--- src/sv/pdird_pkg.sv ---
// ----------------------------------------------------------------------------
// pdird_pkg
// Shared types and constants of the pulse-distance infrared frame decoder:
// transaction payloads, configuration register indexes and field widths.
// ----------------------------------------------------------------------------
package pdird_pkg;

  // field widths
  localparam int TICK_W  = 15;
  localparam int TOL_W   = 8;
  localparam int SKIP_W  = 4;
  localparam int COUNT_W = 7;
  localparam int CFG_W   = 15;
  localparam int CFG_IDX_W = 2;

  // configuration register indexes
  localparam logic [CFG_IDX_W-1:0] CFG_UNIT_PULSE = 2'd0;
  localparam logic [CFG_IDX_W-1:0] CFG_TOLERANCE  = 2'd1;
  localparam logic [CFG_IDX_W-1:0] CFG_START_SKIP = 2'd2;
  localparam logic [CFG_IDX_W-1:0] CFG_STOP       = 2'd3;

  // configuration reset values
  localparam logic [TICK_W-1:0] UNIT_RESET  = 15'd562;
  localparam logic [TOL_W-1:0]  TOL_RESET   = 8'd100;
  localparam logic [SKIP_W-1:0] START_RESET = 4'd1;
  localparam logic [SKIP_W-1:0] STOP_RESET  = 4'd1;

  // all-ones check value of an inverse byte pair
  localparam logic [7:0] PAIR_ALL_ONES = 8'hFF;
  localparam logic [2:0] LAST_BIT_POS  = 3'd7;
  localparam logic [COUNT_W-1:0] SYMBOL_COUNT_MAX = 7'h7F;

  // one receiver symbol
  typedef struct packed {
    logic              first_level;
    logic [TICK_W-1:0] first_ticks;
    logic              second_level;
    logic [TICK_W-1:0] second_ticks;
    logic [COUNT_W-1:0] frame_symbol_count;
    logic              frame_end;
  } symbol_t;

  // one decoded byte
  typedef struct packed {
    logic [7:0] data_byte;
    logic [2:0] byte_number;
    logic       last_byte;
    logic       symbol_error;
    logic       checksum_error;
  } result_t;

  // verdict on one symbol's halves
  typedef struct packed {
    logic bit_val;
    logic bad;
  } sym_verdict_t;

endpackage

--- src/sv/pdird_symbol_check.sv ---
// ----------------------------------------------------------------------------
// pdird_symbol_check
// Classifies one symbol: checks the separator half against the single-width
// window and decides the bit from the width of the mark half.
// ----------------------------------------------------------------------------
module pdird_symbol_check
  import pdird_pkg::*;
(
  input  logic [TICK_W-1:0] unit_pulse_ticks,
  input  logic [TOL_W-1:0]  pulse_tolerance,
  input  logic              first_level,
  input  logic [TICK_W-1:0] first_ticks,
  input  logic              second_level,
  input  logic [TICK_W-1:0] second_ticks,
  output sym_verdict_t      verdict
);

  logic [TICK_W-1:0] single_lo;
  logic [TICK_W:0]   single_hi;
  logic [TICK_W+1:0] triple_centre;
  logic [TOL_W+1:0]  triple_dev;
  logic [TICK_W+1:0] triple_lo;
  logic [TICK_W+2:0] triple_hi;
  logic first_single;
  logic second_single;
  logic second_triple;

  // single-width window, lower bound clamped at zero
  assign single_lo = (unit_pulse_ticks > TICK_W'(pulse_tolerance)) ?
                     unit_pulse_ticks - TICK_W'(pulse_tolerance) : '0;
  assign single_hi = (TICK_W+1)'(unit_pulse_ticks) + (TICK_W+1)'(pulse_tolerance);

  // triple-width window
  assign triple_centre = {1'b0, unit_pulse_ticks, 1'b0} + (TICK_W+2)'(unit_pulse_ticks);
  assign triple_dev    = {1'b0, pulse_tolerance, 1'b0} + (TOL_W+2)'(pulse_tolerance);
  assign triple_lo = (triple_centre > (TICK_W+2)'(triple_dev)) ?
                     triple_centre - (TICK_W+2)'(triple_dev) : '0;
  assign triple_hi = (TICK_W+3)'(triple_centre) + (TICK_W+3)'(triple_dev);

  assign first_single  = (first_ticks >= single_lo) &&
                         ((TICK_W+1)'(first_ticks) <= single_hi);
  assign second_single = (second_ticks >= single_lo) &&
                         ((TICK_W+1)'(second_ticks) <= single_hi);
  assign second_triple = ((TICK_W+2)'(second_ticks) >= triple_lo) &&
                         ((TICK_W+3)'(second_ticks) <= triple_hi);

  // bit decision
  always_comb begin
    verdict = '0;
    if (first_level || !first_single) begin
      verdict.bad = 1'b1;
    end else if (!second_level) begin
      verdict.bad = 1'b1;
    end else if (second_triple) begin
      verdict.bit_val = 1'b1;
    end else if (!second_single) begin
      verdict.bad = 1'b1;
    end
  end

endmodule

--- src/sv/pulse_distance_ir_decoder_core.sv ---
// ----------------------------------------------------------------------------
// pulse_distance_ir_decoder_core
// Pulse-distance infrared frame decoder: turns receiver symbols into bytes.
// ----------------------------------------------------------------------------
// Usage
//   symbol channel: one receiver symbol per transaction (symbol_valid /
//     symbol_stall). Leading and trailing symbols of a frame, as set by the
//     configuration, are skipped; every data symbol gives one bit.
//   result channel: one decoded byte per transaction (result_valid /
//     result_stall), sent when eight bits are in or the last data bit lands.
//     Most symbols give no result.
//   cfg port: cfg_write with cfg_index and cfg_data sets a register; write
//     only while no symbol is in flight.
//   Path: input register, then decode stage, then output register.
//   Throughput: one symbol per cycle while the result channel does not stall,
//     set by the single decode stage that updates the frame state; the input
//     register and the output register are the only storage on the path.
//   Reset: frame state clears, registers take their defaults, no result.
//   Stall: a held result keeps its value; the input register still drains
//     into the decode stage while the output slot is free, then symbol_stall
//     rises until the byte is taken.
// ----------------------------------------------------------------------------
module pulse_distance_ir_decoder_core
  import pdird_pkg::*;
#(
  parameter int MAX_FRAME_SYMBOLS = 64
) (
  input  logic                 clk,
  input  logic                 rst,
  input  logic                 cfg_write,
  input  logic [CFG_IDX_W-1:0] cfg_index,
  input  logic [CFG_W-1:0]     cfg_data,
  input  logic                 symbol_valid,
  output logic                 symbol_stall,
  input  symbol_t              symbol,
  output logic                 result_valid,
  input  logic                 result_stall,
  output result_t              result
);

  localparam logic [8:0] MAX_COUNT = 9'(MAX_FRAME_SYMBOLS);

  // configuration
  logic [TICK_W-1:0] unit_pulse_ticks;
  logic [TOL_W-1:0]  pulse_tolerance;
  logic [SKIP_W-1:0] start_skip_symbols;
  logic [SKIP_W-1:0] stop_symbols;

  // input register
  logic    in_full;
  symbol_t in_item;
  logic    advance;

  // frame state
  logic [COUNT_W-1:0] symbol_counter;
  logic [2:0]         bit_position;
  logic [7:0]         byte_accumulator;
  logic [3:0]         byte_counter;
  logic [7:0]         even_pair_byte;
  logic               sticky_symbol_error;
  logic               sticky_checksum_error;

  // decode stage
  sym_verdict_t verdict;
  logic [8:0]   count_clamped;
  logic [8:0]   data_end;
  logic [8:0]   data_span;
  logic [8:0]   index_ext;
  logic         is_data;
  logic         is_last;
  logic         four_bytes;
  logic [7:0]   acc_new;
  logic         emit;
  logic         symbol_error_now;
  logic         pair_fail;
  result_t      result_next;

  // configuration writes
  always_ff @(posedge clk) begin
    if (rst) begin
      unit_pulse_ticks   <= UNIT_RESET;
      pulse_tolerance    <= TOL_RESET;
      start_skip_symbols <= START_RESET;
      stop_symbols       <= STOP_RESET;
    end else if (cfg_write) begin
      unique case (cfg_index)
        CFG_UNIT_PULSE: unit_pulse_ticks   <= cfg_data[TICK_W-1:0];
        CFG_TOLERANCE:  pulse_tolerance    <= cfg_data[TOL_W-1:0];
        CFG_START_SKIP: start_skip_symbols <= cfg_data[SKIP_W-1:0];
        CFG_STOP:       stop_symbols       <= cfg_data[SKIP_W-1:0];
        default: ;
      endcase
    end
  end

  // handshake: the input register moves on whenever the output slot frees
  assign advance      = in_full && (!result_valid || !result_stall);
  assign symbol_stall = in_full && result_valid && result_stall;

  always_ff @(posedge clk) begin
    if (rst) begin
      in_full <= 1'b0;
    end else if (!symbol_stall) begin
      in_full <= symbol_valid;
    end
  end

  always_ff @(posedge clk) begin
    if (symbol_valid && !symbol_stall) begin
      in_item <= symbol;
    end
  end

  // symbol classification
  pdird_symbol_check u_symbol_check (
    .unit_pulse_ticks (unit_pulse_ticks),
    .pulse_tolerance  (pulse_tolerance),
    .first_level      (in_item.first_level),
    .first_ticks      (in_item.first_ticks),
    .second_level     (in_item.second_level),
    .second_ticks     (in_item.second_ticks),
    .verdict          (verdict)
  );

  // position of the symbol within the data part of the frame
  assign count_clamped = ({2'b00, in_item.frame_symbol_count} > MAX_COUNT) ?
                         MAX_COUNT : {2'b00, in_item.frame_symbol_count};
  assign data_end  = (count_clamped > {5'd0, stop_symbols}) ?
                     count_clamped - {5'd0, stop_symbols} : '0;
  assign data_span = data_end - {5'd0, start_skip_symbols};
  assign index_ext = {2'b00, symbol_counter};
  assign is_data   = (index_ext >= {5'd0, start_skip_symbols}) && (index_ext < data_end);
  assign is_last   = (index_ext == data_end - 9'd1);
  // four data bytes means 25 to 32 data bits
  assign four_bytes = (data_span >= 9'd25) && (data_span <= 9'd32);

  // bit packing and byte completion
  assign acc_new = byte_accumulator | (8'(verdict.bit_val) << bit_position);
  assign emit    = is_data && ((bit_position == LAST_BIT_POS) || is_last);
  assign symbol_error_now = sticky_symbol_error | verdict.bad;
  assign pair_fail = four_bytes && byte_counter[0] &&
                     ((even_pair_byte | acc_new) != PAIR_ALL_ONES);

  always_comb begin
    result_next.data_byte      = acc_new;
    result_next.byte_number    = byte_counter[2:0];
    result_next.last_byte      = is_last;
    result_next.symbol_error   = symbol_error_now;
    result_next.checksum_error = is_last && four_bytes &&
                                 (sticky_checksum_error | pair_fail);
  end

  // frame state update
  always_ff @(posedge clk) begin
    if (rst) begin
      symbol_counter        <= '0;
      bit_position          <= '0;
      byte_accumulator      <= '0;
      byte_counter          <= '0;
      even_pair_byte        <= '0;
      sticky_symbol_error   <= 1'b0;
      sticky_checksum_error <= 1'b0;
    end else if (advance) begin
      if (in_item.frame_end) begin
        symbol_counter        <= '0;
        bit_position          <= '0;
        byte_accumulator      <= '0;
        byte_counter          <= '0;
        even_pair_byte        <= '0;
        sticky_symbol_error   <= 1'b0;
        sticky_checksum_error <= 1'b0;
      end else begin
        if (symbol_counter != SYMBOL_COUNT_MAX) begin
          symbol_counter <= symbol_counter + 7'd1;
        end
        if (is_data) begin
          sticky_symbol_error <= symbol_error_now;
          if (emit) begin
            if (four_bytes && !byte_counter[0]) begin
              even_pair_byte <= acc_new;
            end
            if (pair_fail) begin
              sticky_checksum_error <= 1'b1;
            end
            byte_counter     <= byte_counter + 4'd1;
            byte_accumulator <= '0;
            bit_position     <= '0;
          end else begin
            byte_accumulator <= acc_new;
            bit_position     <= bit_position + 3'd1;
          end
        end
      end
    end
  end

  // output register
  always_ff @(posedge clk) begin
    if (rst) begin
      result_valid <= 1'b0;
    end else if (!result_valid || !result_stall) begin
      result_valid <= advance && emit;
    end
  end

  always_ff @(posedge clk) begin
    if (advance && emit) begin
      result <= result_next;
    end
  end

endmodule

--- config.mk ---
export PLATFORM = sky130hd
export DESIGN_NAME = pulse_distance_ir_decoder_core
export DESIGN_NICKNAME = d
export VERILOG_FILES = /design/src/sv/pdird_pkg.sv /design/src/sv/pdird_symbol_check.sv /design/src/sv/pulse_distance_ir_decoder_core.sv
export SDC_FILE = /design/constraint.sdc
export NUM_CORES = 1
export LEC_CHECK = 0
export BUFFER_PORTS_ARGS = -buffer_cell sky130_fd_sc_hd__clkbuf_2
export CORE_MARGIN = 2
export CORE_UTILIZATION = 60
export DETAILED_ROUTE_END_ITERATION = 8
export GPL_ROUTABILITY_DRIVEN = 0
export PLACE_DENSITY_LB_ADDON = 0.2
export REMOVE_ABC_BUFFERS = 1
export SYNTH_ARGS = -nofsm -noshare
export SYNTH_HDL_FRONTEND = slang
export SYNTH_SLANG_ARGS = --single-unit
--- constraint.sdc ---
create_clock -name clk -period 13.3 [get_ports clk]
set_clock_uncertainty 0.1 [all_clocks]
set_input_delay 0 -clock clk [delete_from_list [all_inputs] [get_ports clk]]
set_output_delay 0 -clock clk [all_outputs]
set_load 0.1 [all_outputs]
==> impl_metrics.csv, run 1 <==
group,metric,value,unit
status,status,"complete, but fails checks",
status,violations,"negative hold slack",
synth,synth_area_leaders,"ha_1 21%, edfxtp_1 15%, dfxtp_1 12%",
power_and_ir_drop,power.density,109,nW/µm²
floorplanning,die_w,137,µm
power_and_ir_drop,p_switching,0.487,mW
timing,finalMaxSlewViolations,0,
synth,synthFlopType,"dfxtp_1",
layout,nNetsFinal,1602,
timing,slew_headroom,19.4,%
timing,fin_setup_tns,0,ps
cts,path_clk_slew,60,ps
synth,synth_top_area_share,20.9,%
grt,grt-ovfl-total,0,
layout,fin_cells,1593,
cts,cts.sinks,118,
power_and_ir_drop,seq_power_share,30.6,%
power_and_ir_drop,clockPowerShare,32.6,%
cts,ctsHtreeMaxLevel,4,
power_and_ir_drop,leakage,5.39,nW
cts,clockBufferDepth,2,
cts,numCtsBuffers,17,
timing,worst_hold_slack,-0.542,ps
synth,synth_cell_types,75,
timing,tightest_slew,1180,ps
floorplanning,pin_count,78,
detailed_routing,drt-initial-drc-count,874,
place,place_inst,1501,
synth,syn_inst,1231,
synth,syn_area_per_cell,8.62,µm²
cts,hold_buffers,60,
cts,clockRootBuffer,"clkbuf_16",
floorplanning,coreArea,17300,µm²
power_and_ir_drop,p_sw_share,36.3,%
setup_path,cp_max_fo,14,
place,post-place-ws,6690,ps
detailed_routing,drc_errors,0,
detailed_routing,avgRoutedWirePerCell,17.7,µm
run,drv_cap,0,
synth,yosysSeqAreaShare,27.4,%
layout,syn2layout_area_growth,16.1,%
power_and_ir_drop,p_total,1.34,mW
grt,grt_max_degree,42,
detailed_routing,drt-pass1-iter-count,6,
setup_path,endpoint_kind,"register",
timing,setup_viol,0,
timing,rsz0062_at_grt,"no",
power_and_ir_drop,intPower,0.855,mW
detailed_routing,vias,9650,
cts,postCtsSetupRepairBufs,0,
place,hpwlAfterDp,21400,µm
timing,fin_crit,6870,ps
cts,cts_resized,0,
layout,antennaDiodeCount,0,
floorplanning,die_h,137,µm
layout,final_core_util,71.2,%
layout,drive_gt1_share,9.58,%
grt,grt_antenna_before_repair,0,
grt,grt_first_pass_wirelength,45600,µm
synth,synth_warnings,0,
setup_path,critPathRequiredTime,13380,ps
synth,ys_async_sr_fraction,0,%
place,port_buffers,77,
layout,final_cell_mix,"177 x ha_1, 113 x nand2_1, 109 x a21oi_1, 87 x inv_1, 87 x nor2_1",
synth,yosys.area.top_type,"ha_1",
detailed_routing,antenna_left,0,
floorplanning,die_area,18800,µm²
detailed_routing,viasPerCell,6.06,
hold_path,hold_class,"in2reg",
synth,synth_area,10600,µm²
power_and_ir_drop,ir_drop,0.104,mV
power_and_ir_drop,power_frac_comb,36.8,%
grt,first_global_vias,9055,
setup_path,arrival,6940,ps
timing,final_hold_viol_count,2,
cts,clk_latency,430,ps
setup_path,crit_type,"reg2reg",
floorplanning,rows,48,
setup_path,crit_path_start_kind,"register",
detailed_routing,wl,28100,µm
layout,final_common_cell,"ha_1",
timing,period_share,51.6,%
grt,grt.total_usage,30.8,%
floorplanning,initial_core_util,61.3,%
timing,timing.final.ws_setup,6430,ps
timing,fmax,146,MHz
synth,ys_ff_latch,118,
synth,synth-edff-count,54,
cts,cts_tree,"yes",
## per-layer routing
metal | wire [µm] | GRT usage [%] | vias to the layer above
met3 | 1850 | 4.89 | 45
li1 | - | - | 4715
met2 | 12700 | 48.0 | 387
met1 | 13000 | 44.1 | 4503
met4 | 510 | 8.88 | 0
met5 | 0 | 0 | -
## cell families (layout without fill, tap and decap cells)
family	Yosys count	after routing	share of synthesized area, %
and+or+nand+nor	391	391	18.3
AOI/OAI and AO/OA	327	327	19.9
adders and majority gates	185	185	22.4
buffers and inverters	123	260	4.45
DFF	118	118	27.4
xor gates and xnor gates	75	75	6.45
muxes	12	12	1.16
## worst max-delay path, cell delays in order (launching register included)
cell       delay [ps]
dfxtp_1           500
ha_1              250
inv_1              60
fa_1              400
nor2b_1           210
o21a_1            140
nor2_1             40
xnor2_1           210
ha_1              350
nor2b_1           180
o21ba_2           220
a2111oi_0         980
a21o_1            260
o31ai_1            90
nand3_1           360
nand2_1           100
ha_1              310
nand2_1            50
o21ai_0           140
a21oi_1            90
o21ai_0           160
a21oi_1           100
o21a_1            180
a211o_1           400
o31ai_1           330
a31oi_1           160
o211a_1           260
## final timing paths
path	start	to	slack [ps]	cells past startpoint
max reg2reg	unit_pulse_ticks[1]	result[0]	6430	26
min reg2reg	byte_counter[2]	result[5]	370	0
max	unit_pulse_ticks[1]	result[0]	6430	26
min	cfg_index[0]	unit_pulse_ticks[6]	-0.5	4
## power groups by stage
| stage | clock, mW | combinational [mW] | sequential, mW |
|---|---|---|---|
| 6_report | 0.437 | 0.493 | 0.411 |
| 5_1_grt | 0.457 | 0.549 | 0.413 |
| 4_1_cts | 0.440 | 0.485 | 0.411 |
| 3_5_place_dp | 0 | 0.466 | 0.418 |
| 3_3_place_gp | 0 | 0.452 | 0.418 |
| 2_1_floorplan | 0 | 0.349 | 0.413 |
## sequential cells by signal, summed over array words and instances, names as in the netlist
register,flops
unit_pulse_ticks,15
byte_accumulator,8
pulse_tolerance,8
start_skip_symbols,4
result,14
stop_symbols,4
bit_position,3
byte_counter,3
symbol_counter,7
even_pair_byte,8
sticky_checksum_error,1
sticky_symbol_error,1
in_full,1
result_valid,1
in_item,40
## area by class of cell
class | count | area, µm²
clock buffer | 19 | 454
clock inverter | 13 | 97.6
fill | 1361 | 4980
inverter | 89 | 334
multi-input combinational | 990 | 7250
sequential | 118 | 2900
tap | 225 | 282
timing repair buffer | 139 | 1000
## per-stage QoR
| stage | instance area (µm²) | hold WS [ps] |
|---|---|---|
| floorplan | 10500 | -30.9 |
| global placement | 11200 | 76.4 |
| detailed placement | 11200 | 78.6 |
| CTS | 12300 | 0.127 |
| global route | 12300 | 30.7 |
| finish | 12300 | -0.542 |
## cells in the mapped netlist, drive strengths merged, types with 4 or more instances
library cell / n
a2111oi: 4
a211o: 4
a211oi: 7
a21o: 25
a21oi: 109
a22oi: 4
a31oi: 7
and2: 7
and3: 8
and4: 4
buf: 4
clkbuf: 30
dfxtp: 64
edfxtp: 54
fa: 8
ha: 177
inv: 87
mux2i: 10
nand2: 113
nand2b: 13
nand3: 41
nand4: 21
nor2: 87
nor2b: 32
nor3: 22
nor3b: 7
nor4: 9
o2111ai: 5
o211a: 4
o211ai: 10
o21a: 22
o21ai: 66
o21bai: 9
o22ai: 9
o2bb2ai: 9
o41ai: 5
or2: 5
or3: 8
xnor2: 48
xor2: 25
No activity file was read; power rests on OpenSTA's default activity.
==> run 2, diff against run 1 <==
--- a/config.mk
+++ b/config.mk
@@ -7,7 +7,7 @@
 export LEC_CHECK = 0
 export BUFFER_PORTS_ARGS = -buffer_cell sky130_fd_sc_hd__clkbuf_2
 export CORE_MARGIN = 2
-export CORE_UTILIZATION = 60
+export CORE_UTILIZATION = 56
 export DETAILED_ROUTE_END_ITERATION = 8
 export GPL_ROUTABILITY_DRIVEN = 0
 export PLACE_DENSITY_LB_ADDON = 0.2
==> constraint.sdc (replaced) <==
create_clock -name clk -period 5.55 [get_ports clk]
set_clock_uncertainty 0.1 [all_clocks]
set_input_delay 0 -clock clk [delete_from_list [all_inputs] [get_ports clk]]
set_output_delay 0 -clock clk [all_outputs]
set_load 0.1 [all_outputs]
==> run 2 against run 1 <==
The run ends with negative setup slack left. Clock power rose to 2.6 times the previous value. Worst hold slack better by 34 ps. Die area up 6.9%. Combinational power rose to 2.9 times the previous value. Sequential power up 140%. Cell area up 11%. Power rose to 2.7 times the previous value. Largest cell class unchanged. Highest routed layer unchanged.
==> impl_metrics.csv, run 2 (same netlist as run 1, synthesis figures left out) <==
group,metric,value,unit
timing,timing.final.ws_setup,-43.7,ps
cts,numCtsBuffers,17,
layout,fin_cells,1698,
layout,fillCellCount,1388,
grt,first_global_vias,9734,
place,place_inst,1586,
floorplanning,rows,50,
timing,rsz0062_at_grt,"yes",
timing,fin_setup_tns,-49.6,ps
layout,final_cell_mix,"165 x ha_1, 110 x nand2_1, 88 x buf_4, 85 x inv_1, 84 x a21oi_1",
floorplanning,die_h,142,µm
layout,final_common_cell,"ha_1",
cts,cts.sinks,118,
setup_path,critPathRequiredTime,5640,ps
cts,clockRootBuffer,"clkbuf_16",
detailed_routing,antenna_left,0,
cts,path_clk_slew,60,ps
timing,period_share,101,%
layout,nNetsFinal,1698,
floorplanning,coreArea,18600,µm²
timing,fin_crit,5590,ps
timing,fmax,179,MHz
detailed_routing,avgRoutedWirePerCell,18.9,µm
layout,drive_gt1_share,21.7,%
hold_path,hold_class,"in2reg",
cts,clk_latency,430,ps
cts,clockBufferDepth,2,
place,hpwlAfterDp,23200,µm
layout,antennaDiodeCount,0,
floorplanning,die_w,142,µm
layout,top_regs,"in_item (40), unit_pulse_ticks (15), result (14)",
power_and_ir_drop,ir_drop,0.216,mV
cts,cts_tree,"yes",
cts,ctsHtreeMaxLevel,4,
timing,slew_headroom,23.5,%
layout,final_cell_area,13700,µm²
setup_path,endpoint_kind,"register",
grt,grt_antenna_before_repair,0,
setup_path,crit_path_start_kind,"register",
place,placed_area,11800,µm²
power_and_ir_drop,leakage,6.00,nW
setup_path,arrival,5680,ps
timing,tightest_slew,1150,ps
floorplanning,pin_count,78,
layout,final_core_util,73.6,%
detailed_routing,vias,10156,
detailed_routing,wl,32100,µm
grt,grt_max_degree,42,
grt,grt_first_pass_wirelength,48000,µm
status,violations,"negative setup slack",
setup_path,crit_path_top_delay_cell,"fa_2",
setup_path,slowest_delay,380,ps
setup_path,cp_max_fo,4,
layout,top_register,"in_item",
layout,largest_reg_flops,40,
layout,syn2layout_area_growth,29.4,%
detailed_routing,drc_errors,0,
run,drv_cap,0,
floorplanning,initial_core_util,56.9,%
timing,finalMaxSlewViolations,0,
power_and_ir_drop,power.density,260,nW/µm²
status,status,"complete, but fails checks",
timing,setup_viol,2,
detailed_routing,drt-initial-drc-count,696,
timing,final_hold_viol_count,0,
floorplanning,die_area,20100,µm²
detailed_routing,viasPerCell,5.98,
detailed_routing,drt-pass1-iter-count,5,
grt,grt.total_usage,30.5,%
grt,grt-ovfl-total,0,
place,port_buffers,77,
setup_path,crit_top_cell,"buf_6",
setup_path,crit_type,"reg2reg",
==> run 2: per-stage QoR <==
step	setup WS, ps	total power, mW	hold slack [ps]
2_1_floorplan	-383	1.83	-30.9
3_3_place_gp	15.9	2.20	76.9
3_5_place_dp	-185	2.24	78.6
4_1_cts	-15.6	3.42	7.80
5_1_grt	-244	3.76	35.4
6_report	-43.7	3.56	33.4
==> run 2: worst max-delay path: cells and delay by family, from the launching register on <==
family / cells / cell delay (ps)
buffers and inverters: 5 / 500
XOR/XNOR: 2 / 370
AND/OR/NAND/NOR: 11 / 1500
flip-flops: 1 / 360
AO/OA/AOI/OAI: 9 / 1420
adder cells (fa/ha/maj): 4 / 1080
==> run 2: layout make-up <==
class,instances,area [µm²],share of cell area (%)
multi-input cells,990,7840,57.1
flip-flops and latches,118,2910,21.2
clock buffers,17,425,3.10
well taps,234,293,2.13
repair buffers,235,1750,12.7
clock inverters,15,169,1.23
inverters,89,337,2.45
==> run 2: report_power, final <==
part / switching [mW] / internal [mW]
Combinational: 0.774 / 0.676
Clock: 0.455 / 0.672
Sequential: 0.0427 / 0.945
Total: 1.27 / 2.29
==> run 2: path summary, 6_finish.rpt <==
check	to	from	slack (ps)	cells after the start
setup / recovery	result[0]	unit_pulse_ticks[1]	-40	31
hold / removal	stop_symbols[0]	cfg_write	30	4
setup reg to reg	result[0]	unit_pulse_ticks[1]	-40	31
hold reg to reg	result[5]	byte_counter[2]	360	0
==> run 2: layer usage <==
layer / GRT usage [%] / part of all wire [%] / vias to the layer above
li1: - / - / 4909
met2: 51.9 / 49 / 385
met1: 36.6 / 41 / 4758
met5: 0 / 0 / -
met3: 5.77 / 5.3 / 104
met4: 16.1 / 5.3 / 0
==> run 2: timing repair <==
action                                  CTS  global route
gates resized for setup                  21           110
endpoints found under the hold margin    73             0
endpoints found under the setup margin   26            28
buffers inserted                          4            14
gates cloned                              0             1
pin swaps                                10            56
hold buffers                             63             0
==> run 3, diff against run 2 <==
--- a/config.mk
+++ b/config.mk
@@ -5,13 +5,13 @@
 export SDC_FILE = /design/constraint.sdc
 export NUM_CORES = 1
 export LEC_CHECK = 0
+export ABC_AREA = 1
 export BUFFER_PORTS_ARGS = -buffer_cell sky130_fd_sc_hd__clkbuf_2
 export CORE_MARGIN = 2
-export CORE_UTILIZATION = 56
+export CORE_UTILIZATION = 60
 export DETAILED_ROUTE_END_ITERATION = 8
 export GPL_ROUTABILITY_DRIVEN = 0
 export PLACE_DENSITY_LB_ADDON = 0.2
-export REMOVE_ABC_BUFFERS = 1
 export SYNTH_ARGS = -nofsm -noshare
 export SYNTH_HDL_FRONTEND = slang
 export SYNTH_SLANG_ARGS = --single-unit
==> constraint.sdc (replaced) <==
create_clock -name clk -period 5.6 [get_ports clk]
set_clock_uncertainty 0.1 [all_clocks]
set_input_delay 0 -clock clk [delete_from_list [all_inputs] [get_ports clk]]
set_output_delay 0 -clock clk [all_outputs]
set_load 0.1 [all_outputs]
==> run 3 against run 2 <==
The run still ends with negative setup slack left. Power is 2.9% higher. Combinational power is 9.7% higher. Via count is 7.8% higher. Area after synthesis is 1.8% higher. Critical path type unchanged.
==> impl_metrics.csv, run 3 <==
group,metric,value,unit
status,status,"complete, but fails checks",
status,violations,"negative setup slack",
detailed_routing,wl_met1,13000,µm
layout,final_common_cell,"nand2_1",
cts,ctsHtreeMaxLevel,4,
synth,synthFlopType,"dfxtp_1",
hold_path,hold_class,"in2reg",
synth,ys_ff_latch,118,
timing,rsz0062_at_grt,"yes",
layout,drive_gt1_share,16.7,%
layout,syn2layout_area_growth,25.5,%
layout,largest_reg_flops,40,
timing,fin_setup_tns,-232,ps
grt,grt_max_degree,44,
detailed_routing,avgRoutedWirePerCell,16.9,µm
setup_path,slowest_delay,370,ps
place,post-place-ws,-117,ps
synth,synth_cell_types,50,
layout,final_cell_mix,"294 x nand2_1, 216 x inv_1, 171 x ha_1, 111 x a21oi_1, 109 x nor2_1",
timing,final_hold_viol_count,0,
synth,synth_most_common_cell,"nand2_1",
synth,syn_inst,1468,
floorplanning,die_w,138,µm
setup_path,crit_type,"reg2reg",
detailed_routing,dr_wl_met2,15700,µm
synth,ys_async_sr_fraction,0,%
setup_path,crit_path_top_delay_cell,"dfxtp_4",
detailed_routing,vias,10952,
synth,synth_common_cells,"311 x nand2_1, 217 x inv_1, 177 x ha_1",
grt,grt-ovfl-total,0,
layout,top_register,"in_item",
synth,synth_nets,1715,
detailed_routing,antenna_left,0,
synth,yosysSeqAreaShare,26.9,%
run,drv_cap,0,
floorplanning,initial_core_util,60.5,%
cts,clockRootBuffer,"clkbuf_16",
timing,fmax,173,MHz
synth,yosys.area.top_type,"ha_1",
detailed_routing,drc_errors,0,
floorplanning,die_h,138,µm
timing,period_share,103,%
floorplanning,coreArea,17800,µm²
detailed_routing,drt-initial-drc-count,839,
floorplanning,rows,49,
setup_path,critPathRequiredTime,5690,ps
grt,grt.total_usage,32.6,%
synth,synth_area,10800,µm²
cts,numCtsBuffers,17,
synth,synth-edff-count,54,
grt,first_global_vias,10370,
detailed_routing,top_layer,"met4",
power_and_ir_drop,ir_drop,0.238,mV
detailed_routing,wl_met3,2270,µm
place,place_inst,1813,
detailed_routing,wl,32600,µm
cts,cts_tree,"yes",
setup_path,crit_path_start_kind,"register",
cts,cts.sinks,118,
synth,synth_top_area_share,20.5,%
setup_path,arrival,5860,ps
layout,antennaDiodeCount,0,
layout,nNetsFinal,1927,
layout,top_regs,"in_item (40), unit_pulse_ticks (15), result (14)",
power_and_ir_drop,power.density,271,nW/µm²
synth,synth_area_leaders,"ha_1 21%, edfxtp_1 15%, dfxtp_1 12%",
setup_path,crit_top_cell,"nand2_1",
place,hpwlAfterDp,23800,µm
layout,fin_cells,1922,
setup_path,cp_max_fo,8,
synth,syn_area_per_cell,7.36,µm²
timing,setup_viol,2,
layout,final_cell_area,13600,µm²
cts,clockBufferDepth,2,
timing,slew_headroom,29.9,%
cts,clk_latency,440,ps
power_and_ir_drop,leakage,6.60,nW
detailed_routing,drt-pass1-iter-count,7,
setup_path,endpoint_kind,"register",
cts,path_clk_slew,70,ps
timing,tightest_slew,1040,ps
timing,worst_hold_slack,175,ps
timing,fin_crit,5770,ps
grt,grt_first_pass_wirelength,50300,µm
timing,finalMaxSlewViolations,0,
grt,grt_antenna_before_repair,0,
detailed_routing,viasPerCell,5.70,
synth,synth_warnings,0,
timing,timing.final.ws_setup,-172,ps
place,placed_area,11800,µm²
floorplanning,die_area,19100,µm²
setup_path,r2r_slack,-170,ps
place,port_buffers,77,
floorplanning,pin_count,78,
run 3: cell types whose count changed in the layout (fill, tap and decap cells not counted), moves of 27 or more:
cell,previous run,this run
buf_4,88,60
nand3_1,32,91
nor2b_1,28,0
a21oi_1,84,111
nand2_1,110,294
inv_1,85,216
nor2_1,81,109
xnor2_1,42,4
run 3: final timing paths:
| kind | cells after the start | endpoint | start |
|---|---|---|---|
| hold reg to reg | 2 | byte_accumulator[7] | byte_accumulator[7] |
| hold / removal | 2 | in_item[7] | symbol[7] |
| setup reg to reg | 40 | result[0] | pulse_tolerance[1] |
| setup / recovery | 40 | result[0] | pulse_tolerance[1] |
run 3: repair_timing:
| item | in CTS | in global routing |
|---|---|---|
| buffers inserted | 0 | 10 |
| setup endpoints to repair | 7 | 28 |
| resized for setup | 4 | 93 |
| gates cloned | 0 | 0 |
| hold buffers | 67 | 0 |
| endpoints found under the hold margin | 79 | 0 |
| pin swaps | 0 | 42 |
run 3: metrics by stage:
stage	utilization [%]	total power [mW]
detailed placement	66.4	2.41
CTS	73.4	3.54
global route	76.0	3.90
global placement	66.4	2.37
finish	76.0	3.67
floorplan	-	2.02
run 3: critical path, delay by kind of cell, from the launching register on:
kind,cells,cell delay (ps)
simple gates,26,2640
fa+ha+maj,4,1210
flops,1,370
xor+xnor,1,210
buf+inv,2,220
compound gates,7,790
run 3: power breakdown:
part / internal, mW / switching [mW] / total, mW
Combinational: 0.624 / 0.966 / 1.59
Sequential: 0.940 / 0.0472 / 0.987
Clock: 0.596 / 0.493 / 1.09
run 3: cell type report:
cell class,count,area (µm²)
Clock buffer,17,425
Clock inverter,15,154
Fill cell,1265,4290
Inverter,221,830
Multi-Input combinational cell,1111,7360
Sequential cell,118,2910
Tap cell,229,287
Timing Repair Buffer,211,1590
run 3: metal layers:
layer,vias to the layer above,track usage (%)
met1,4983,39.4
met5,-,0
met3,120,6.55
met2,483,55.1
met4,0,16.9
li1,5366,-
run 3: cell families after synthesis:
kind of cell,count (synthesis),synth area share [%]
buf+inv,239,8.35
compound gates,238,12.3
flops,118,26.9
simple gates,632,25.9
xor+xnor,56,4.54
fa+ha+maj,185,22.0
